--- src/design/abg_pkg.sv ---
// shared types, constants and helpers for the multi-track alpha-beta-gamma filter
`default_nettype none
package abg_pkg;
	localparam int TRACKS_DEF = 256;
	localparam int ID_W = 8;
	localparam int POS_W = 32;
	localparam int STAMP_W = 32;
	localparam int GAIN_W = 18;
	localparam int STAT_W = 2;
	localparam int ADDR_W = 4;
	localparam int MUL_W = 34;
	localparam int PROD_W = 68;
	localparam int SUM_W = 70;
	localparam int NUM_W = 65;
	localparam int DEN_W = 62;
	localparam int QUO_W = 41;

	localparam logic [STAT_W-1:0] ST_FIRST = 2'd0;
	localparam logic [STAT_W-1:0] ST_START = 2'd1;
	localparam logic [STAT_W-1:0] ST_FILT = 2'd2;
	localparam logic [STAT_W-1:0] ST_REJ = 2'd3;

	localparam logic [1:0] REG_ALPHA = 2'd0;
	localparam logic [1:0] REG_BETA = 2'd1;
	localparam logic [1:0] REG_GAMMA = 2'd2;

	typedef struct packed {
		logic [ID_W-1:0] track_id;
		logic signed [POS_W-1:0] meas_x;
		logic signed [POS_W-1:0] meas_y;
		logic [STAMP_W-1:0] stamp;
	} item_t;

	typedef struct packed {
		logic [ID_W-1:0] out_track;
		logic signed [POS_W-1:0] filt_x;
		logic signed [POS_W-1:0] filt_y;
		logic [STAT_W-1:0] status;
	} result_t;

	typedef struct packed {
		logic start;
		logic [NUM_W-1:0] num;
		logic [DEN_W-1:0] den;
	} div_req_t;

	function automatic logic signed [POS_W-1:0] sat32(input logic signed [SUM_W-1:0] x);
		logic signed [SUM_W-1:0] hi;
		logic signed [SUM_W-1:0] lo;
		hi = SUM_W'(64'sd2147483647);
		lo = SUM_W'(-64'sd2147483648);
		if (x > hi) begin
			return 32'sh7fffffff;
		end else if (x < lo) begin
			return 32'sh80000000;
		end
		return x[POS_W-1:0];
	endfunction

	function automatic logic signed [POS_W-1:0] sat_add(input logic signed [POS_W-1:0] a,
			input logic signed [PROD_W-1:0] b);
		logic signed [SUM_W-1:0] s;
		s = SUM_W'(a) + SUM_W'(b);
		return sat32(s);
	endfunction

	function automatic logic signed [PROD_W-1:0] rnd_sh(input logic signed [PROD_W-1:0] p,
			input int unsigned k);
		logic signed [PROD_W-1:0] h;
		logic signed [PROD_W-1:0] s;
		h = PROD_W'(1) << (k - 1);
		s = p + h;
		return s >>> k;
	endfunction
endpackage
`default_nettype wire

--- src/design/abg_mul.sv ---
// shared signed multiplier with registered product
`default_nettype none
module abg_mul (
	input wire logic clk,
	input wire logic signed [abg_pkg::MUL_W-1:0] op_a,
	input wire logic signed [abg_pkg::MUL_W-1:0] op_b,
	output logic signed [abg_pkg::PROD_W-1:0] prod_s1
);
	import abg_pkg::*;

	always_ff @(posedge clk) begin
		prod_s1 <= PROD_W'(op_a) * PROD_W'(op_b);
	end
endmodule
`default_nettype wire

--- config.mk ---
export PLATFORM = sky130hd
export DESIGN_NAME = abg_mul
export DESIGN_NICKNAME = d
export VERILOG_FILES = /design/src/design/abg_pkg.sv /design/src/design/abg_mul.sv
export SDC_FILE = /design/constraint.sdc
export NUM_CORES = 2
export LEC_CHECK = 0
export ABC_AREA = 1
export BUFFER_PORTS_ARGS = -buffer_cell sky130_fd_sc_hd__buf_2
export CORE_MARGIN = 4
export CORE_UTILIZATION = 49
export CTS_CLUSTER_SIZE = 12
export DETAILED_ROUTE_END_ITERATION = 12
export PLACE_DENSITY = 0.67
export SYNTH_ARGS = -nofsm -noshare
export SYNTH_HDL_FRONTEND = slang
export SYNTH_SLANG_ARGS = --single-unit
--- constraint.sdc ---
create_clock -name clk -period 23.2 [get_ports clk]
set_input_delay 6.96 -clock clk [delete_from_list [all_inputs] [get_ports clk]]
set_output_delay 6.96 -clock clk [all_outputs]
set_load 0.02 [all_outputs]
# Word level (Yosys, flattened, before mapping)
# Cells that the tools add are included.
# word_totals
regBits,68
latch_bits,0
ram_bits,0
rom_bits,0
out_inout_bits,68
word_cells,2
mem_count,0
# classes
add_sub_neg,0
mul,1
div,0
n_lt_le_gt_ge,0
n_eq_ne,0
n_shift,0
mux,0
bitwise,0
reduce_logical,0
# ops
operator,n
34-bit by 34-bit multiplier with 68-bit output,1

# Longest topological paths before layout
# logic_depth
depth_word,1
depth_mapped,35

# Worst setup path before layout
# Ideal clock, no wire load.
# synth_path
path_kind,input port to flip-flop
start,input port op_a[33] (netlist name)
end,register prod_s1[66] (netlist name)
setup_time_ns,0.112
t_arrival_ns,13.671
required_ns,23.088
path_slack_ns,9.417
path_stages,24
n_path_buf,2
cell_sequence,clkbuf_1 -> clkbuf_1 -> nand2_1 -> inv_1 -> fa_1 -> fa_1 -> fa_1 -> fa_1 -> inv_1 -> fa_1 -> fa_1 -> inv_1 -> fa_1 -> fa_1 -> ha_1 -> nand2_1 -> nor2_1 -> inv_1 -> nor2_2 -> nand2_1 -> nor3_1 -> nand2_2 -> nand3_1 -> nand2_1
# synth_via
elab_chain_len,1
# synth_rtl
element,line,source
start: declaration,abg_mul.sv:5,"input wire logic signed [abg_pkg::MUL_W-1:0] op_a,"
34-bit by 34-bit multiplier with 68-bit output,abg_mul.sv:12,prod_s1 <= PROD_W'(op_a) * PROD_W'(op_b);
end signal: assignment,abg_mul.sv:12,
end: declaration,abg_mul.sv:7,output logic signed [abg_pkg::PROD_W-1:0] prod_s1
# No other way between the ends.

# Worst setup path in the final report
# layout_path
start,input port op_a[33] (netlist name)
end,register prod_s1[65] (netlist name)
# The elaborated chain is that of the path after synthesis.

==> flow_summary.yaml <==
clock_tree:
  hold_buffers: 0
  h-tree-depth: 3
  cts-buffers-inserted: 9
  clkSinkCount: 68
  clkTransAtPathRegs_ns: 0.06
  cts_resized: 0
  cts_tree: "yes"
  cts-root-buf: "clkbuf_16"
  max-clock-path-buffers: 2
  cts_setup_buffers: 0
floorplan:
  die_y_um: 315
  dieWidth_um: 315
  placementRows: 112
  coreArea_um2: 93500
  die-area_um2: 99300
  start_util_pct: 49.5
  io_pins: 137
timing:
  setup_viol: 0
  fmax_ghz: 0.0686
  period_minus_slack_ns: 14.57
  min_period_over_period_pct: 62.8
  drv_slew: 0
  hold_violations: 0
  timing.slew.headroom_pct: 26.1
  tns_ns: 0
  worst_slew_pin_slew_ns: 1.11
  rsz0062_at_grt: "false"
finish:
  nets: 7379
  multiInputGateArea_um2: 35900
  seq_area_um2: 1360
  reg_top3: "prod_s1: 68 flops"
  syn2layout_area_growth_pct: 3.60
  final_util_pct: 51.2
  final_cell_mix: "2116 x inv_1, 1661 x nand2_1, 1241 x fa_1"
  layout_commonest_cell: "inv_1"
  largest_register_ffs: 68
  fillers: 9048
  largest_register: "prod_s1"
  drive_above_1_share_pct: 3.90
critical_path:
  worstPathRequired_ns: 23.43
  critical_path.slowest_cell: "fa_1"
  path_class: "in2reg"
  max_stage_delay_ns: 1.05
  critPathArrivalTime_ns: 14.80
  crit_fanout: 34
  critPathCaptureType: "flop"
  worstPathCellList: "buf_2, nand2_1, inv_1, fa_1, fa_1, fa_1, fa_1, inv_1, fa_1, fa_1, fa_1, fa_1, inv_1, ha_1, a21oi_1, nor2_1, nor2_1, o21ai_0, nand2_1, nand2_1, a21oi_1, nand2_1, nand2_1, nand2_1"
  cp_common_cell: "fa_1"
  critPathLaunchType: "input pin"
global_routing:
  antenna_found_initial: 6
  grt-ovfl-total: 0
  grt_pass1_wl_um: 208000
  track_usage_pct: 26.6
  grt_max_degree: 36
  grt_pass1_vias: 39500
yosys:
  ys.flop_type: "dfxtp_1"
  synth_seq_cells: 68
  synthCells: 5972
  synth_edf_count: 0
  syn_avg_cell_area_um2: 7.74
  ys_seq_area_share_pct: 2.95
  yosysWarnings: 0
  async_flop_share_pct: 0
  syn_nets: 7486
  synth.distinct_cells: 32
  synth_area_um2: 46200
place:
  hpwl_um: 105000
  place.gp.congestion: 0.970
  port_buffers: 136
drt:
  wl_um: 125000
  wl_per_cell_um: 17.5
  first_pass_iters: 5
  drtIter0Drc: 2156
  drc: 0
  final_antenna_net_count: 0
  vias_per_cell: 4.93
  vias: 35100
status:
  status: "finished, final reports clean"
run:
  cap_violations: 0
min_path:
  hp-class: "in2reg"
==> layout make-up <==
| type | count | share of cell area (%) |
|---|---|---|
| inverters | 2119 | 16.6 |
| clock inverters | 6 | 0.136 |
| clock buffers | 10 | 0.478 |
| multi-input cells | 3514 | 74.9 |
| well taps | 1254 | 3.28 |
| flip-flops and latches | 68 | 2.84 |
| repair buffers | 153 | 1.69 |
| diodes | 4 | 0.0209 |
==> stage by stage <==
| step | hold WS [ns] | instances | instance area (um^2) | setup WS [ns] |
|---|---|---|---|---|
| 6_report | 7.21 | 7128 | 47900 | 8.63 |
| 5_1_grt | 7.25 | 7127 | 47900 | 8.04 |
| 4_1_cts | 7.18 | 7124 | 47900 | 8.55 |
| 3_5_place_dp | 7.38 | 7108 | 47600 | 8.22 |
| 3_3_place_gp | 7.38 | 7108 | 47600 | 8.34 |
| 2_1_floorplan | 7.24 | 5972 | 46200 | 9.42 |
==> synthesized netlist by cell type (all sizes together) (2+ instances only) <==
cell	n	area share (%)
ha	204	5.5
inv	2119	17
nand3	77	0.91
nor3	22	0.34
nand4	19	0.26
fa	1241	54
buf	2	0.016
clkbuf	269	2.2
nor2	124	1.1
dfxtp	68	2.9
nand3b	3	0.049
o21bai	11	0.18
or2	8	0.11
xnor2	2	0.038
nand2	1683	14
xor2	33	0.63
a21oi	63	0.71
o21ai	19	0.21
==> routing by layer <==
layer  track usage (%)  vias up  wire length, um
li1                  -    15800                -
met1              32.1    17900            47600
met2              49.3     1108            65300
met3              2.70      304             6260
met4              9.74        2             5320
met5                 0        -                9
==> cell families (layout without fill, tap and decap cells) <==
group,after synthesis,after routing,share of synthesized area (%)
fa+ha+maj,1445,1445,59.3
flops,68,68,2.95
xor+xnor,35,35,0.663
other cells,0,4,0
simple gates,1939,1939,16.6
compound gates,95,95,1.13
buf+inv,2390,2288,19.4
==> worst paths after layout <==
| check | from | to | depth (start not counted) |
|---|---|---|---|
| setup / recovery | op_a[33] | prod_s1[65] | 24 |
| hold / removal | op_a[0] | prod_s1[0] | 4 |
==> worst max-delay path: cells and delay by family <==
kind                     cells  cell delay, ns
adder cells (fa/ha/maj)      9            5.48
AO/OA/AOI/OAI                3            0.62
buffers and inverters        4            0.97
AND/OR/NAND/NOR              8            0.71
Power is not shown: default switching activity piles up to over one toggle a cycle in this logic, so the estimate is an artifact.
