<file path="src/design/abg_pkg.sv">
// shared types, constants and helpers for the multi-track alpha-beta-gamma filter
`default_nettype none
package abg_pkg;
	localparam int TRACKS_DEF = 256;
	localparam int ID_W = 8;
	localparam int POS_W = 32;
	localparam int STAMP_W = 32;
	localparam int GAIN_W = 18;
	localparam int STAT_W = 2;
	localparam int ADDR_W = 4;
	localparam int MUL_W = 34;
	localparam int PROD_W = 68;
	localparam int SUM_W = 70;
	localparam int NUM_W = 65;
	localparam int DEN_W = 62;
	localparam int QUO_W = 41;

	localparam logic [STAT_W-1:0] ST_FIRST = 2'd0;
	localparam logic [STAT_W-1:0] ST_START = 2'd1;
	localparam logic [STAT_W-1:0] ST_FILT = 2'd2;
	localparam logic [STAT_W-1:0] ST_REJ = 2'd3;

	localparam logic [1:0] REG_ALPHA = 2'd0;
	localparam logic [1:0] REG_BETA = 2'd1;
	localparam logic [1:0] REG_GAMMA = 2'd2;

	typedef struct packed {
		logic [ID_W-1:0] track_id;
		logic signed [POS_W-1:0] meas_x;
		logic signed [POS_W-1:0] meas_y;
		logic [STAMP_W-1:0] stamp;
	} item_t;

	typedef struct packed {
		logic [ID_W-1:0] out_track;
		logic signed [POS_W-1:0] filt_x;
		logic signed [POS_W-1:0] filt_y;
		logic [STAT_W-1:0] status;
	} result_t;

	typedef struct packed {
		logic start;
		logic [NUM_W-1:0] num;
		logic [DEN_W-1:0] den;
	} div_req_t;

	function automatic logic signed [POS_W-1:0] sat32(input logic signed [SUM_W-1:0] x);
		logic signed [SUM_W-1:0] hi;
		logic signed [SUM_W-1:0] lo;
		hi = SUM_W'(64'sd2147483647);
		lo = SUM_W'(-64'sd2147483648);
		if (x > hi) begin
			return 32'sh7fffffff;
		end else if (x < lo) begin
			return 32'sh80000000;
		end
		return x[POS_W-1:0];
	endfunction

	function automatic logic signed [POS_W-1:0] sat_add(input logic signed [POS_W-1:0] a,
			input logic signed [PROD_W-1:0] b);
		logic signed [SUM_W-1:0] s;
		s = SUM_W'(a) + SUM_W'(b);
		return sat32(s);
	endfunction

	function automatic logic signed [PROD_W-1:0] rnd_sh(input logic signed [PROD_W-1:0] p,
			input int unsigned k);
		logic signed [PROD_W-1:0] h;
		logic signed [PROD_W-1:0] s;
		h = PROD_W'(1) << (k - 1);
		s = p + h;
		return s >>> k;
	endfunction
endpackage
`default_nettype wire

</file>
<file path="src/design/abg_div.sv">
// bit-serial restoring divider with round-to-nearest and quotient clamp
`default_nettype none
module abg_div (
	input wire logic clk,
	input wire logic arst_n,
	input wire abg_pkg::div_req_t req,
	output logic done,
	output logic [abg_pkg::QUO_W-1:0] quo
);
	import abg_pkg::*;

	localparam logic [QUO_W-1:0] QCAP = QUO_W'(1) << (QUO_W - 1);
	localparam logic [6:0] TOP_BIT = 7'(NUM_W - 1);
	localparam logic [6:0] CAP_BIT = 7'(QUO_W - 1);

	logic busy_q, fin_q, done_q, big_q;
	logic [6:0] cnt_q;
	logic [NUM_W-1:0] num_q;
	logic [DEN_W-1:0] den_q, rem_q;
	logic [QUO_W-1:0] q_q, quo_q;
	logic [DEN_W:0] rem_sh, rem_df, half;
	logic ge, up;
	logic [QUO_W:0] qr;

	always_comb begin
		rem_sh = {rem_q, num_q[NUM_W-1]};
		ge = rem_sh >= {1'b0, den_q};
		rem_df = rem_sh - {1'b0, den_q};
		half = {1'b0, den_q} - {1'b0, rem_q};
		up = {1'b0, rem_q} >= half;
		qr = {1'b0, q_q} + (QUO_W+1)'(up);
	end

	always_ff @(posedge clk or negedge arst_n) begin
		if (!arst_n) begin
			busy_q <= 1'b0;
			fin_q <= 1'b0;
			done_q <= 1'b0;
		end else begin
			done_q <= 1'b0;
			fin_q <= 1'b0;
			if (req.start) begin
				busy_q <= 1'b1;
			end else if (busy_q && cnt_q == 7'd0) begin
				busy_q <= 1'b0;
				fin_q <= 1'b1;
			end
			if (fin_q) begin
				done_q <= 1'b1;
			end
		end
	end

	always_ff @(posedge clk) begin
		if (req.start) begin
			num_q <= req.num;
			den_q <= req.den;
			rem_q <= '0;
			q_q <= '0;
			big_q <= 1'b0;
			cnt_q <= TOP_BIT;
		end else if (busy_q) begin
			num_q <= num_q << 1;
			rem_q <= ge ? rem_df[DEN_W-1:0] : rem_sh[DEN_W-1:0];
			q_q <= {q_q[QUO_W-2:0], ge};
			if (ge && cnt_q > CAP_BIT) begin
				big_q <= 1'b1;
			end
			cnt_q <= cnt_q - 7'd1;
		end
		if (fin_q) begin
			quo_q <= (big_q || qr > {1'b0, QCAP}) ? QCAP : qr[QUO_W-1:0];
		end
	end

	assign done = done_q;
	assign quo = quo_q;
endmodule
`default_nettype wire

</file>
<file path="config.mk">
export PLATFORM = sky130hd
export DESIGN_NAME = abg_div
export DESIGN_NICKNAME = d
export VERILOG_FILES = /design/src/design/abg_pkg.sv /design/src/design/abg_div.sv
export SDC_FILE = /design/constraint.sdc
export NUM_CORES = 1
export LEC_CHECK = 0
export BUFFER_PORTS_ARGS = -buffer_cell sky130_fd_sc_hd__clkbuf_2
export CORE_MARGIN = 1.5
export CORE_UTILIZATION = 35
export DETAILED_ROUTE_END_ITERATION = 7
export SETUP_SLACK_MARGIN = 0.3
export SLEW_MARGIN = 20
export SYNTH_ARGS = -nofsm -noshare
export SYNTH_HDL_FRONTEND = slang
export SYNTH_SLANG_ARGS = --single-unit
</file>
<file path="constraint.sdc">
create_clock -name clk -period 8.31 [get_ports clk]
set_input_delay 1.662 -clock clk [delete_from_list [all_inputs] [get_ports clk]]
set_output_delay 1.662 -clock clk [all_outputs]
set_load 0.02 [all_outputs]
</file>
; ---- After elaboration in Yosys (flattened, before gate mapping)
; Index checks and enable logic that the tools add are counted.
[totals]
reg_bits = 282
latchBits = 0
mem_bits_rw = 0
mem_bits_ro = 0
input_bits = 130
wordCells = 33
n_memories = 0
[classes]
addsub = 4
mul = 0
div = 0
n_lt_le_gt_ge = 4
n_eq_ne = 0
shift = 0
muxes = 8
bitwise = 0
reduce_logical = 7
[op_table]
columns = op, count
row1 = $mux 65, 2
row2 = $ge 62x63->1, 1
row3 = $ge 63x62->1, 1
row4 = $sub 62x62->63, 1
row5 = $mux 62, 1
row6 = $sub 62x62->62, 1
row7 = $add 41x1->42, 1
row8 = $gt 42x41->1 const B, 1
row9 = $gt 7x6->1 const B, 1
row10 = $logic_not 7->1, 1
row11 = $sub 7x1->7 const B, 1
row12 = $mux 1, 5
row13 = $reduce_bool 2->1, 2
row14 = $logic_and 1x1->1, 2
row15 = $reduce_and 2->1, 1
row16 = $logic_or 1x1->1, 1

; ---- Logic depth before layout (Yosys ltp)
; Gate-level depths: netlist (run 1).
[depth]
ltp_word = 5
ltp_mapped = 39

; ---- Worst setup path before layout (run 1)
; No wires, ideal clock.
[synth_timing]
kind = register to register
from = register rem_q[1]
to = register quo_q[38] (netlist: quo[38]) (data pin)
t_arrival_ns = 6.864
required_ns = 8.175
slack_ns = 1.311
stages_incl_launch_ff = 39
path_cell_list = dfxtp_1 inv_1 ha_1 nor2b_1 o31a_1 o31a_1 a221oi_1 a21oi_1 nor2_1 o21ai_0 a221oi_1 nor2_1 xnor2_1 ha_1 nand4_1 nor3_1 and3_1 nand4_1 (+3 left out) nand2_1 o21a_1 ha_1 and4_4 buf_6 nor2b_4 buf_6 and3_4 buf_6 and4_4 nand3_1 xor2_1 nand3_1 a211o_1 o41a_1 buf_6 buf_12 nor2_4
[synth_via]
elab_chain_len = 5
[synth_rtl]
columns = element, line_no
row1 = start: declaration, abg_div.sv:19  ; logic [DEN_W-1:0] den_q, rem_q;
row2 = start signal: assignment, abg_div.sv:64  ; rem_q <= ge ? rem_df[DEN_W-1:0] : rem_sh[DEN_W-1:0];
row3 = $sub 62x62->63, abg_div.sv:29  ; half = {1'b0, den_q} - {1'b0, rem_q};
row4 = $ge 62x63->1 (*), abg_div.sv:30  ; up = {1'b0, rem_q} >= half;
row5 = $add 41x1->42 (*), abg_div.sv:31  ; qr = {1'b0, q_q} + (QUO_W+1)'(up);
row6 = $gt 42x41->1, abg_div.sv:72  ; quo_q <= (big_q || qr > {1'b0, QCAP}) ? QCAP : qr[QUO_W-1:0];
row7 = $logic_or 1x1->1, abg_div.sv:72
row8 = end signal: assignment, abg_div.sv:72
row9 = end: declaration, abg_div.sv:20  ; logic [QUO_W-1:0] q_q, quo_q;
; Mark *: on every way between the ends. The rest lies on a longest branch, timed or not.
; A chain may end at the register's enable or synchronous reset.

; ---- Final worst setup path (run 1)
[layout_timing]
from = register den_q[0]
to = register quo_q[2] (netlist: quo[2]) (data pin)
[layout_via]
elab_chain_len = 5
[layout_rtl]
columns = element, line_no
row1 = start: declaration, abg_div.sv:19
row2 = start signal: assignment, abg_div.sv:57  ; den_q <= req.den;
row3 = $sub 62x62->63 (*), abg_div.sv:29
row4 = $ge 62x63->1 (*), abg_div.sv:30
row5 = $add 41x1->42 (*), abg_div.sv:31
row6 = $gt 42x41->1, abg_div.sv:72
row7 = $logic_or 1x1->1, abg_div.sv:72
; Marks and branches as above.

==> results of run 1 <==
[metal layers]
metal  wire, um  vias up
met2      27400      482
met1      27400     8508
li1           -     8775
met4       1760        0
met3       3140      107
met5          0        -
[synthesized netlist by cell type, drive strengths merged, types with 20 or more instances]
master and n:
clkbuf 103, o21bai 30, a31oi 26, mux2i 44, nand2b 24, a21o 80
nor2 226, a211oi 24, nand2 180, xnor2 95, dfxtp 111, mux2 66
xor2 72, a311oi 26, o21ai 112, a21oi 186, nand3 53, nor3 48
nor2b 25, nand4 67, o21a 20, ha 189, edfxtp 168, and3 26
buf 28, inv 168
[repair_timing]
action / in CTS / in global routing
hold buffers: 0 / 0
setup endpoints to repair: 26 / 40
resized for setup: 7 / 27
buffers inserted: 0 / 1
pin swaps: 0 / 1
[through the flow]
| stage | hold slack [ns] | util |
|---|---|---|
| global placement | 0.457 | 0.378 |
| finish | 0.487 | 0.399 |
| detailed placement | 0.478 | 0.378 |
| floorplan | 0.450 | - |
| CTS | 0.487 | 0.397 |
| global route | 0.537 | 0.399 |
[sequential cells by signal (all words and copies together), names as in the netlist, 7 cells and up]
name,flops
num_q,65
rem_q,62
cnt_q,7
q_q,41
quo,41
den_q,62
[report_power, final]
group / leakage (uW) / internal, uW / total [uW] / switching, uW
clock network: 0.000519 / 860 / 1510 / 646
registers: 0.00261 / 1630 / 1740 / 114
logic: 0.00700 / 585 / 1420 / 839
[area by class of cell]
cell class,count,area (um^2),share of cell area
tap,773,967,0.0410
inverter,168,632,0.0268
clock inverter,12,145,0.00615
multi-input combinational,1788,12500,0.531
timing repair buffer,192,1030,0.0437
clock buffer,49,938,0.0398
sequential,282,7350,0.312
[cell families (layout without fill, tap and decap cells)]
| family | Yosys count | count (layout) | synth area share |
|---|---|---|---|
| buf+inv | 299 | 421 | 0.0578 |
| simple gates | 707 | 707 | 0.163 |
| flops | 282 | 282 | 0.350 |
| fa+ha+maj | 191 | 191 | 0.115 |
| compound gates | 613 | 613 | 0.188 |
| xor+xnor | 167 | 167 | 0.0698 |
| mux | 110 | 110 | 0.0565 |
[layout by cell type (no fill, tap or decap), drive strengths merged, types with 13 or more instances in the layout]
cell type | netlist | layout
o21bai | 30 | 30
buf | 28 | 21
o21a | 20 | 20
o211ai | 17 | 17
inv | 168 | 170
o31ai | 13 | 13
a21oi | 186 | 186
a311oi | 26 | 26
nand3 | 53 | 53
mux2i | 44 | 44
a211oi | 24 | 24
xor2 | 72 | 72
o21ai | 112 | 112
a21o | 80 | 80
edfxtp | 168 | 168
clkbuf | 103 | 220
nand4 | 67 | 67
dfxtp | 111 | 111
nor4 | 13 | 13
a31oi | 26 | 26
and3 | 26 | 26
nand2b | 24 | 24
ha | 189 | 189
nor2b | 25 | 25
nor2 | 226 | 226
o22ai | 15 | 15
nor3 | 48 | 48
mux2 | 66 | 66
xnor2 | 95 | 95
nand2 | 180 | 180
[worst max-delay path, delay by kind of cell (launching register included)]
| family | cells | cell delay [ns] |
|---|---|---|
| AOI/OAI and AO/OA | 15 | 3.48 |
| xor gates and xnor gates | 1 | 0.17 |
| adders and majority gates | 4 | 1.12 |
| buffers and inverters | 2 | 0.27 |
| DFF | 1 | 0.38 |
| and+or+nand+nor | 11 | 1.87 |
[path summary, 6_finish.rpt]
kind | startpoint | to | cells past startpoint
setup / recovery | den_q[0] | quo[2] | 33
hold / removal | cnt_q[6] | fin_q | 1
setup reg to reg | den_q[0] | quo[2] | 33
hold reg to reg | cnt_q[6] | fin_q | 1
max in group asynchronous | arst_n | busy_q | 1
min in group asynchronous | arst_n | done | 1
==> impl_metrics.xml, run 1 <==
<?xml version="1.0" encoding="UTF-8"?>
<metrics>
  <group name="status">
    <metric name="run_status" unit="">complete, but fails checks</metric>
    <metric name="failed_checks" unit="">design-rule violations</metric>
  </group>
  <group name="clock_network">
    <metric name="clock_tree.buffer_depth" unit="">3</metric>
    <metric name="worst_skew_pair.late_latency" unit="ns">0.57</metric>
    <metric name="cts_inserted_buffers" unit="">35</metric>
    <metric name="cts_htree_levels" unit="">2</metric>
    <metric name="tritoncts" unit="">built</metric>
    <metric name="clock-sinks" unit="">282</metric>
    <metric name="cts.reportedPaths.clkPinSlew" unit="ns">0.06</metric>
    <metric name="clk_tree_root_cell" unit="">sky130_fd_sc_hd__clkbuf_16</metric>
  </group>
  <group name="sta">
    <metric name="post-route-period-util" unit="">0.899</metric>
    <metric name="slew-limit-headroom" unit="">0.302</metric>
    <metric name="finalClockSkew" unit="ns">0.0197</metric>
    <metric name="maxClockFrequency" unit="MHz">134</metric>
    <metric name="timing.final.hold_violations" unit="">0</metric>
    <metric name="setup_ws" unit="ns">0.843</metric>
    <metric name="max_slew.worst_pin.slew" unit="ns">1.03</metric>
    <metric name="setup_viol" unit="">0</metric>
    <metric name="timing_max_transition_violations_final" unit="">0</metric>
    <metric name="min_period" unit="ns">7.47</metric>
    <metric name="fin_setup_tns" unit="ns">0</metric>
    <metric name="setup_repair_after_global_routing_missed_its_margin" unit="">false</metric>
  </group>
  <group name="place">
    <metric name="placedCellCount" unit="">3202</metric>
    <metric name="gp_congestion" unit="">0.950</metric>
    <metric name="place_area" unit="um^2">22400</metric>
    <metric name="post-place-ws" unit="ns">0.0958</metric>
    <metric name="port_buffers" unit="">171</metric>
    <metric name="dpl_hpwl" unit="um">45400</metric>
  </group>
  <group name="routing">
    <metric name="postRouteWirelength" unit="um">59700</metric>
    <metric name="detailroute.via_count" unit="">17900</metric>
    <metric name="post_drt_wl_per_cell" unit="um">18.3</metric>
    <metric name="detail-route-antenna-nets" unit="">0</metric>
    <metric name="route.detailed.vias_per_inst" unit="">5.48</metric>
    <metric name="drc_violations_left" unit="">8</metric>
    <metric name="drt_iter0_markers" unit="">1399</metric>
    <metric name="firstDrtPassIters" unit="">7</metric>
  </group>
  <group name="yosys">
    <metric name="ys_seq_area_frac" unit="">0.350</metric>
    <metric name="syn-cell-area" unit="um^2">21000</metric>
    <metric name="yosysWarningCount" unit="">0</metric>
    <metric name="syn_inst_count" unit="">2369</metric>
    <metric name="synth_enable_flop_cells" unit="">168</metric>
    <metric name="postSynthAreaPerCell" unit="um^2">8.85</metric>
    <metric name="ys_types" unit="">74</metric>
    <metric name="netlist.area_leader.share" unit="">0.241</metric>
    <metric name="synth_ff_type" unit="">sky130_fd_sc_hd__edfxtp_1</metric>
    <metric name="mappedNetlistNets" unit="">2690</metric>
    <metric name="top_area_cells_in_the_synthesized_netlist" unit="">sky130_fd_sc_hd__edfxtp_1 (24%), sky130_fd_sc_hd__ha_1 (11%), sky130_fd_sc_hd__dfxtp_1 (11%)</metric>
    <metric name="synthArstFlopShare" unit="">0.0106</metric>
    <metric name="synth.largest_area_cell" unit="">sky130_fd_sc_hd__edfxtp_1</metric>
    <metric name="synth_seq_cells" unit="">282</metric>
  </group>
  <group name="worst_hold_path">
    <metric name="hold_class" unit="">flop to flop</metric>
  </group>
  <group name="pwr">
    <metric name="powerDensity" unit="nW/um^2">198</metric>
    <metric name="fin_total_pwr" unit="uW">4670</metric>
    <metric name="power.ir.vdd_worst" unit="mV">0.140</metric>
    <metric name="power.static_leakage" unit="uW">0.0101</metric>
  </group>
  <group name="setup_path">
    <metric name="crit_type" unit="">flop to flop</metric>
    <metric name="register_to_register_path_setup_slack" unit="ns">0.84</metric>
    <metric name="timing.critical_path.arrival" unit="ns">7.88</metric>
    <metric name="cp-start-kind" unit="">flop</metric>
    <metric name="cpMostUsedCell" unit="">sky130_fd_sc_hd__nor2_1</metric>
    <metric name="critPathMaxStageDelay" unit="ns">0.52</metric>
    <metric name="critPathSlowestCell" unit="">sky130_fd_sc_hd__or4b_1</metric>
    <metric name="worstPathRequired" unit="ns">8.72</metric>
    <metric name="critical_path_peak_fanout" unit="">26</metric>
    <metric name="timing.critical_path.to_type" unit="">flop</metric>
  </group>
  <group name="floorplan">
    <metric name="placeableCoreArea" unit="um^2">59100</metric>
    <metric name="io-pin-count" unit="">172</metric>
    <metric name="starting_density_of_the_core" unit="">0.354</metric>
    <metric name="placementRows" unit="">89</metric>
    <metric name="dieArea" unit="um^2">61400</metric>
    <metric name="fp.dieW" unit="um">248</metric>
    <metric name="die_height" unit="um">248</metric>
  </group>
  <group name="grt">
    <metric name="use_met1" unit="">0.259</metric>
    <metric name="grt.overflow.total" unit="">0</metric>
    <metric name="grt.busiest_layer" unit="">met2</metric>
    <metric name="global_route.usage.total" unit="">0.192</metric>
    <metric name="antenna_found_initial" unit="">0</metric>
    <metric name="global_route_met3_utilization" unit="">0.0308</metric>
    <metric name="grt_pass1_wl" unit="um">94000</metric>
    <metric name="grt_start_max_net_pins" unit="">81</metric>
    <metric name="via_count_of_the_first_global_routing_pass" unit="">17200</metric>
    <metric name="globalRouteMet2Util" unit="">0.312</metric>
  </group>
  <group name="cells_and_area">
    <metric name="drive_gt1_frac" unit="">0.146</metric>
    <metric name="final.fill_count" unit="">5910</metric>
    <metric name="layout.cell_area.non_filler" unit="um^2">23600</metric>
    <metric name="post_layout_nonfiller_instances" unit="">3264</metric>
    <metric name="final_net_count" unit="">2788</metric>
    <metric name="areaGrowthSynthToFinish" unit="%">12.6</metric>
    <metric name="n_diodes" unit="">0</metric>
  </group>
  <group name="job">
    <metric name="drv.max_cap_violation_count" unit="">0</metric>
  </group>
</metrics>
Note: power is estimated with default switching activity, not from simulation.
==> run 2: changes to the inputs <==
--- a/config.mk
+++ b/config.mk
@@ -9,6 +9,7 @@
 export CORE_MARGIN = 1.5
 export CORE_UTILIZATION = 35
 export DETAILED_ROUTE_END_ITERATION = 7
+export GPL_TIMING_DRIVEN = 0
 export SETUP_SLACK_MARGIN = 0.3
 export SLEW_MARGIN = 20
 export SYNTH_ARGS = -nofsm -noshare
==> run 2 against run 1 <==
Net effect: the flow still finishes with violations (design-rule violations); flip-flop and latch count is the same; cell count is 4.9% higher; count of clock-buffer cells in the layout up 1; utilization is 2.3 points higher; clock power grew 7%.
==> impl_metrics.xml, run 2 (synthesized netlist as in run 1, its figures left out) <==
<?xml version="1.0" encoding="UTF-8"?>
<metrics>
  <group name="sta">
    <metric name="setup_viol" unit="">0</metric>
    <metric name="setup_ws" unit="ns">0.353</metric>
    <metric name="timing_max_transition_violations_final" unit="">0</metric>
    <metric name="slew-limit-headroom" unit="">0.311</metric>
    <metric name="worst_hold_slack" unit="ns">0.476</metric>
    <metric name="timing.final.hold_violations" unit="">0</metric>
    <metric name="post-route-period-util" unit="">0.958</metric>
    <metric name="setup_repair_after_global_routing_missed_its_margin" unit="">true</metric>
    <metric name="min_period" unit="ns">7.96</metric>
    <metric name="max_slew.worst_pin.slew" unit="ns">1.03</metric>
    <metric name="finalClockSkew" unit="ns">0.0225</metric>
    <metric name="maxClockFrequency" unit="MHz">126</metric>
  </group>
  <group name="cells_and_area">
    <metric name="final_common_cell" unit="">sky130_fd_sc_hd__nor2_1</metric>
    <metric name="largest_register_ffs" unit="">65</metric>
    <metric name="largest_register" unit="">num_q</metric>
    <metric name="final.fill_count" unit="">5898</metric>
    <metric name="multi_input_comb_area" unit="um^2">12900</metric>
    <metric name="area_taken_by_flip_flops_and_latches" unit="um^2">7350</metric>
    <metric name="final_net_count" unit="">2943</metric>
    <metric name="drive_gt1_frac" unit="">0.175</metric>
    <metric name="n_diodes" unit="">0</metric>
    <metric name="areaGrowthSynthToFinish" unit="%">19.1</metric>
    <metric name="most_frequent_cells_in_the_layout" unit="">sky130_fd_sc_hd__nor2_1 (197), sky130_fd_sc_hd__ha_1 (186), sky130_fd_sc_hd__a21oi_1 (183), sky130_fd_sc_hd__nand2_1 (178), sky130_fd_sc_hd__clkbuf_2 (173)</metric>
    <metric name="biggestRegsByFlops" unit="">num_q (65), den_q (62), rem_q (62)</metric>
    <metric name="layout.cell_area.non_filler" unit="um^2">25000</metric>
  </group>
  <group name="floorplan">
    <metric name="fp.dieW" unit="um">248</metric>
    <metric name="io-pin-count" unit="">172</metric>
    <metric name="starting_density_of_the_core" unit="">0.354</metric>
    <metric name="dieArea" unit="um^2">61400</metric>
    <metric name="placeableCoreArea" unit="um^2">59100</metric>
    <metric name="die_height" unit="um">248</metric>
    <metric name="placementRows" unit="">89</metric>
  </group>
  <group name="routing">
    <metric name="postRouteWirelength" unit="um">66300</metric>
    <metric name="route.detailed.vias_per_inst" unit="">5.47</metric>
    <metric name="drc_violations_left" unit="">8</metric>
    <metric name="drt_iter0_markers" unit="">1451</metric>
    <metric name="firstDrtPassIters" unit="">7</metric>
    <metric name="detail-route-antenna-nets" unit="">0</metric>
    <metric name="post_drt_wl_per_cell" unit="um">19.4</metric>
    <metric name="detailroute.via_count" unit="">18700</metric>
  </group>
  <group name="clock_network">
    <metric name="cts.reportedPaths.clkPinSlew" unit="ns">0.06</metric>
    <metric name="cts_hold_buffers" unit="">0</metric>
    <metric name="clock_tree.buffer_depth" unit="">3</metric>
    <metric name="tritoncts" unit="">built</metric>
    <metric name="cts_inserted_buffers" unit="">37</metric>
    <metric name="cts_htree_levels" unit="">2</metric>
    <metric name="clk_tree_root_cell" unit="">sky130_fd_sc_hd__clkbuf_16</metric>
    <metric name="worst_skew_pair.late_latency" unit="ns">0.58</metric>
    <metric name="clock-sinks" unit="">282</metric>
  </group>
  <group name="setup_path">
    <metric name="r2r_start" unit="">den_q[0]</metric>
    <metric name="critical_path_peak_fanout" unit="">6</metric>
    <metric name="critPathSlowestCell" unit="">sky130_fd_sc_hd__or4b_1</metric>
    <metric name="worst_setup_path_startpoint" unit="">den_q[0]</metric>
    <metric name="timing.critical_path.arrival" unit="ns">8.40</metric>
    <metric name="cpMostUsedCell" unit="">sky130_fd_sc_hd__buf_6</metric>
    <metric name="timing.critical_path.to_type" unit="">flop</metric>
    <metric name="worstPathRequired" unit="ns">8.75</metric>
    <metric name="cp-start-kind" unit="">flop</metric>
    <metric name="register_to_register_path_setup_slack" unit="ns">0.35</metric>
    <metric name="crit_type" unit="">flop to flop</metric>
    <metric name="critPathMaxStageDelay" unit="ns">0.49</metric>
  </group>
  <group name="grt">
    <metric name="global_route_met3_utilization" unit="">0.0313</metric>
    <metric name="via_count_of_the_first_global_routing_pass" unit="">18200</metric>
    <metric name="grt.busiest_layer" unit="">met2</metric>
    <metric name="use_met1" unit="">0.290</metric>
    <metric name="antenna_found_initial" unit="">1</metric>
    <metric name="globalRouteMet2Util" unit="">0.344</metric>
    <metric name="grt_start_max_net_pins" unit="">55</metric>
    <metric name="global_route.usage.total" unit="">0.213</metric>
    <metric name="grt_pass1_wl" unit="um">102000</metric>
    <metric name="grt.overflow.total" unit="">0</metric>
  </group>
  <group name="place">
    <metric name="place_area" unit="um^2">22900</metric>
    <metric name="dpl_hpwl" unit="um">50500</metric>
    <metric name="gp_congestion" unit="">0.914</metric>
    <metric name="post-place-ws" unit="ns">-1.48</metric>
    <metric name="port_buffers" unit="">171</metric>
  </group>
  <group name="worst_hold_path">
    <metric name="hold_path.startpoint" unit="">cnt_q[0]</metric>
    <metric name="hold_class" unit="">flop to flop</metric>
  </group>
  <group name="pwr">
    <metric name="power.static_leakage" unit="uW">0.0106</metric>
    <metric name="fin_total_pwr" unit="uW">4880</metric>
    <metric name="powerDensity" unit="nW/um^2">195</metric>
    <metric name="power.ir.vdd_worst" unit="mV">0.132</metric>
  </group>
  <group name="status">
    <metric name="failed_checks" unit="">design-rule violations</metric>
    <metric name="run_status" unit="">complete, but fails checks</metric>
  </group>
  <group name="job">
    <metric name="drv.max_cap_violation_count" unit="">0</metric>
  </group>
</metrics>
run 2: per-layer routing:
metal  vias up  wire (um)
li1       9095          -
met1      8953      30300
met2       552      30300
met3       128       3560
met4         0       2020
met5         -          0
run 2: report_power, final:
| group | switching, uW | internal [uW] | leakage [uW] |
|---|---|---|---|
| registers | 101 | 1630 | 0.00261 |
| clock network | 667 | 946 | 0.000586 |
| logic | 926 | 607 | 0.00745 |
run 2: layout make-up:
class / instances / area share
Tap cell: 773 / 0.0388
Buffer: 131 / 0.0238
Inverter: 168 / 0.0253
Multi-Input combinational cell: 1788 / 0.518
Timing Repair Buffer: 214 / 0.0514
Sequential cell: 282 / 0.294
Clock inverter: 18 / 0.00872
Clock buffer: 50 / 0.0399
run 2: final timing paths:
path,to,depth (start not counted)
min in group asynchronous,busy_q,1
hold / removal,cnt_q[0],2
hold reg to reg,cnt_q[0],2
setup / recovery,quo[0],38
max in group asynchronous,fin_q,1
setup reg to reg,quo[0],38
run 2: what timing repair did:
item / in CTS / in global routing
pin swaps: 46 / 24
cloned: 2 / 0
setup endpoints to repair: 41 / 41
buffers inserted: 28 / 10
resized for setup: 87 / 37
run 2: worst max-delay path: cells and delay by family, from the launching register on:
kind / cells / cell delay [ns]
xor+xnor: 1 / 0.20
buf+inv: 7 / 0.88
fa+ha+maj: 4 / 1.02
simple gates: 11 / 1.67
compound gates: 15 / 3.62
flops: 1 / 0.42
run 2: through the flow:
stage	instances	utilization	TNS [ns]
4_1_cts	3414	0.418	0
5_1_grt	3424	0.422	0
3_5_place_dp	3316	0.387	-54.74
6_report	3424	0.422	0
3_3_place_gp	3313	0.385	-69.14
2_1_floorplan	2369	-	0
==> run 3: changes to the inputs <==
==> constraint.sdc (replaced) <==
create_clock -name clk -period 10.1 [get_ports clk]
set_input_delay 2.02 -clock clk [delete_from_list [all_inputs] [get_ports clk]]
set_output_delay 2.02 -clock clk [all_outputs]
set_load 0.02 [all_outputs]
==> run 3 against run 2 <==
Net effect: the run still ends with design-rule violations left; total power down 19%; sequential share of layout area grew 0.98 points; utilization fell by 1.4 points; cell count decreased by 1.2%; count of clock-buffer cells in the layout unchanged; hold slack better by 0.00054 ns; design area fell by 3.3%; sequential power fell by 18%; register-to-register slack improved by 0.57 ns; critical endpoint is now quo[36].
==> impl_metrics.xml, run 3 (synthesized netlist as in run 1, its figures left out) <==
<?xml version="1.0" encoding="UTF-8"?>
<metrics>
  <group name="place">
    <metric name="placedCellCount" unit="">3316</metric>
    <metric name="gp_congestion" unit="">0.914</metric>
    <metric name="dpl_hpwl" unit="um">50500</metric>
    <metric name="port_buffers" unit="">171</metric>
  </group>
  <group name="clock_network">
    <metric name="clock_tree.buffer_depth" unit="">3</metric>
    <metric name="clk_tree_root_cell" unit="">sky130_fd_sc_hd__clkbuf_16</metric>
    <metric name="cts.reportedPaths.clkPinSlew" unit="ns">0.06</metric>
    <metric name="tritoncts" unit="">built</metric>
    <metric name="cts_htree_levels" unit="">2</metric>
    <metric name="cts_inserted_buffers" unit="">37</metric>
    <metric name="clock-sinks" unit="">282</metric>
    <metric name="cts_setup_buffers" unit="">0</metric>
    <metric name="worst_skew_pair.late_latency" unit="ns">0.58</metric>
  </group>
  <group name="setup_path">
    <metric name="worst-r2r-cell-count" unit="">35</metric>
    <metric name="timing.critical_path.to_type" unit="">flop</metric>
    <metric name="timing.critical_path.arrival" unit="ns">9.62</metric>
    <metric name="crit_type" unit="">flop to flop</metric>
    <metric name="cpMostUsedCell" unit="">sky130_fd_sc_hd__nand4_1</metric>
    <metric name="r2r_start" unit="">den_q[0]</metric>
    <metric name="critPathMaxStageDelay" unit="ns">0.49</metric>
    <metric name="critPathSlowestCell" unit="">sky130_fd_sc_hd__o21ai_1</metric>
    <metric name="r2r-end" unit="">quo[36]</metric>
    <metric name="cp-start-kind" unit="">flop</metric>
    <metric name="register_to_register_path_setup_slack" unit="ns">0.92</metric>
    <metric name="critical_path_peak_fanout" unit="">10</metric>
    <metric name="worstPathRequired" unit="ns">10.54</metric>
  </group>
  <group name="floorplan">
    <metric name="placementRows" unit="">89</metric>
    <metric name="io-pin-count" unit="">172</metric>
    <metric name="fp.dieW" unit="um">248</metric>
    <metric name="placeableCoreArea" unit="um^2">59100</metric>
    <metric name="dieArea" unit="um^2">61400</metric>
    <metric name="starting_density_of_the_core" unit="">0.354</metric>
    <metric name="die_height" unit="um">248</metric>
  </group>
  <group name="sta">
    <metric name="maxClockFrequency" unit="MHz">109</metric>
    <metric name="min_period" unit="ns">9.18</metric>
    <metric name="timing.final.hold_violations" unit="">0</metric>
    <metric name="worst_hold_slack" unit="ns">0.477</metric>
    <metric name="post-route-period-util" unit="">0.909</metric>
    <metric name="setup_repair_after_global_routing_missed_its_margin" unit="">false</metric>
    <metric name="timing_max_transition_violations_final" unit="">0</metric>
    <metric name="max_slew.worst_pin.slew" unit="ns">1.01</metric>
    <metric name="fin_setup_tns" unit="ns">0</metric>
    <metric name="finalClockSkew" unit="ns">0.0249</metric>
    <metric name="slew-limit-headroom" unit="">0.327</metric>
    <metric name="setup_viol" unit="">0</metric>
  </group>
  <group name="grt">
    <metric name="grt.overflow.total" unit="">0</metric>
    <metric name="antenna_found_initial" unit="">2</metric>
    <metric name="via_count_of_the_first_global_routing_pass" unit="">18000</metric>
    <metric name="global_route.usage.total" unit="">0.209</metric>
    <metric name="grt_start_max_net_pins" unit="">55</metric>
    <metric name="grt_pass1_wl" unit="um">101000</metric>
  </group>
  <group name="cells_and_area">
    <metric name="most_frequent_cells_in_the_layout" unit="">sky130_fd_sc_hd__nor2_1 (213), sky130_fd_sc_hd__ha_1 (189), sky130_fd_sc_hd__a21oi_1 (186), sky130_fd_sc_hd__nand2_1 (180), sky130_fd_sc_hd__clkbuf_2 (172)</metric>
    <metric name="largest_register" unit="">num_q</metric>
    <metric name="biggestRegsByFlops" unit="">num_q (65), den_q (62), rem_q (62)</metric>
    <metric name="drive_gt1_frac" unit="">0.139</metric>
    <metric name="areaGrowthSynthToFinish" unit="%">15.2</metric>
    <metric name="final_common_cell" unit="">sky130_fd_sc_hd__nor2_1</metric>
    <metric name="post_layout_nonfiller_instances" unit="">3384</metric>
    <metric name="final.fill_count" unit="">5970</metric>
    <metric name="final_net_count" unit="">2903</metric>
    <metric name="n_diodes" unit="">0</metric>
    <metric name="final_core_utilization" unit="">0.408</metric>
    <metric name="largest_register_ffs" unit="">65</metric>
  </group>
  <group name="routing">
    <metric name="drc_violations_left" unit="">8</metric>
    <metric name="routed-wl-met3" unit="um">3440</metric>
    <metric name="post_drt_wl_per_cell" unit="um">19.3</metric>
    <metric name="routed.top_layer" unit="">met5</metric>
    <metric name="detail-route-antenna-nets" unit="">0</metric>
    <metric name="drt_iter0_markers" unit="">1444</metric>
    <metric name="firstDrtPassIters" unit="">8</metric>
    <metric name="route.detailed.vias_per_inst" unit="">5.48</metric>
    <metric name="detailroute.via_count" unit="">18500</metric>
    <metric name="wl_met1" unit="um">30200</metric>
    <metric name="postRouteWirelength" unit="um">65300</metric>
    <metric name="met2RoutedLength" unit="um">29600</metric>
  </group>
  <group name="worst_hold_path">
    <metric name="whs_endpoint" unit="">cnt_q[0]</metric>
    <metric name="hold_path_depth" unit="">2</metric>
    <metric name="hold_class" unit="">flop to flop</metric>
    <metric name="hold_path.startpoint" unit="">cnt_q[0]</metric>
  </group>
  <group name="job">
    <metric name="drv.max_cap_violation_count" unit="">0</metric>
  </group>
  <group name="pwr">
    <metric name="power.ir.vdd_worst" unit="mV">0.108</metric>
    <metric name="powerDensity" unit="nW/um^2">164</metric>
    <metric name="power.static_leakage" unit="uW">0.0104</metric>
  </group>
  <group name="status">
    <metric name="failed_checks" unit="">design-rule violations</metric>
    <metric name="run_status" unit="">complete, but fails checks</metric>
  </group>
</metrics>
-- run 3: how the worst max path moves through the flow --
stage                   from       to  slack (ns)  cells after the start
CTS                 den_q[0]  quo[36]        0.45                     39
global route        rem_q[7]  quo[12]        0.30                     34
finish              den_q[0]  quo[36]        0.92                     35
global placement    rem_q[2]  quo[36]       -0.06                     32
floorplan           rem_q[1]  quo[38]        3.10                     38
detailed placement  rem_q[7]  quo[36]        0.31                     38
-- run 3: final cells by class --
type | instances | area, um^2 | share of cell area
buffer | 131 | 586 | 0.0243
sequential | 282 | 7340 | 0.304
tap | 773 | 967 | 0.0401
multi-input combinational | 1788 | 12500 | 0.517
clock inverter | 18 | 218 | 0.00902
clock buffer | 50 | 995 | 0.0412
timing repair buffer | 174 | 926 | 0.0384
inverter | 168 | 631 | 0.0261
-- run 3: metrics by stage --
| step | instance area (um^2) | worst slack, ns | power, uW |
|---|---|---|---|
| finish | 24100 | 0.923 | 3960 |
| global route | 24100 | 0.300 | 4190 |
| CTS | 24100 | 0.455 | 3980 |
| detailed placement | 22900 | 0.314 | 2630 |
| global placement | 22800 | -0.0572 | 2610 |
| floorplan | 21000 | 3.10 | 2290 |
-- run 3: report_power, final --
part           switching (uW)  internal, uW  leakage [uW]
combinational             737           477       0.00717
clock                     544           778      0.000586
sequential               82.5          1340       0.00261
-- run 3: worst max-delay path: cells and delay by family, from the launching register on --
| kind | cells | cell delay [ns] |
|---|---|---|
| adders and majority gates | 4 | 1.25 |
| xor gates and xnor gates | 2 | 0.44 |
| buffers and inverters | 3 | 0.39 |
| DFF | 1 | 0.44 |
| AOI/OAI and AO/OA | 12 | 3.08 |
| and+or+nand+nor | 14 | 3.44 |
-- run 3: metal layers --
layer,up-vias,GRT usage
met3,116,0.0320
li1,9010,-
met2,527,0.334
met4,2,0.0702
met1,8888,0.287
met5,-,0
-- run 3: timing repair --
action,CTS,global route
gates resized for setup,2,12
hold buffers,0,0
setup endpoints to repair,12,36
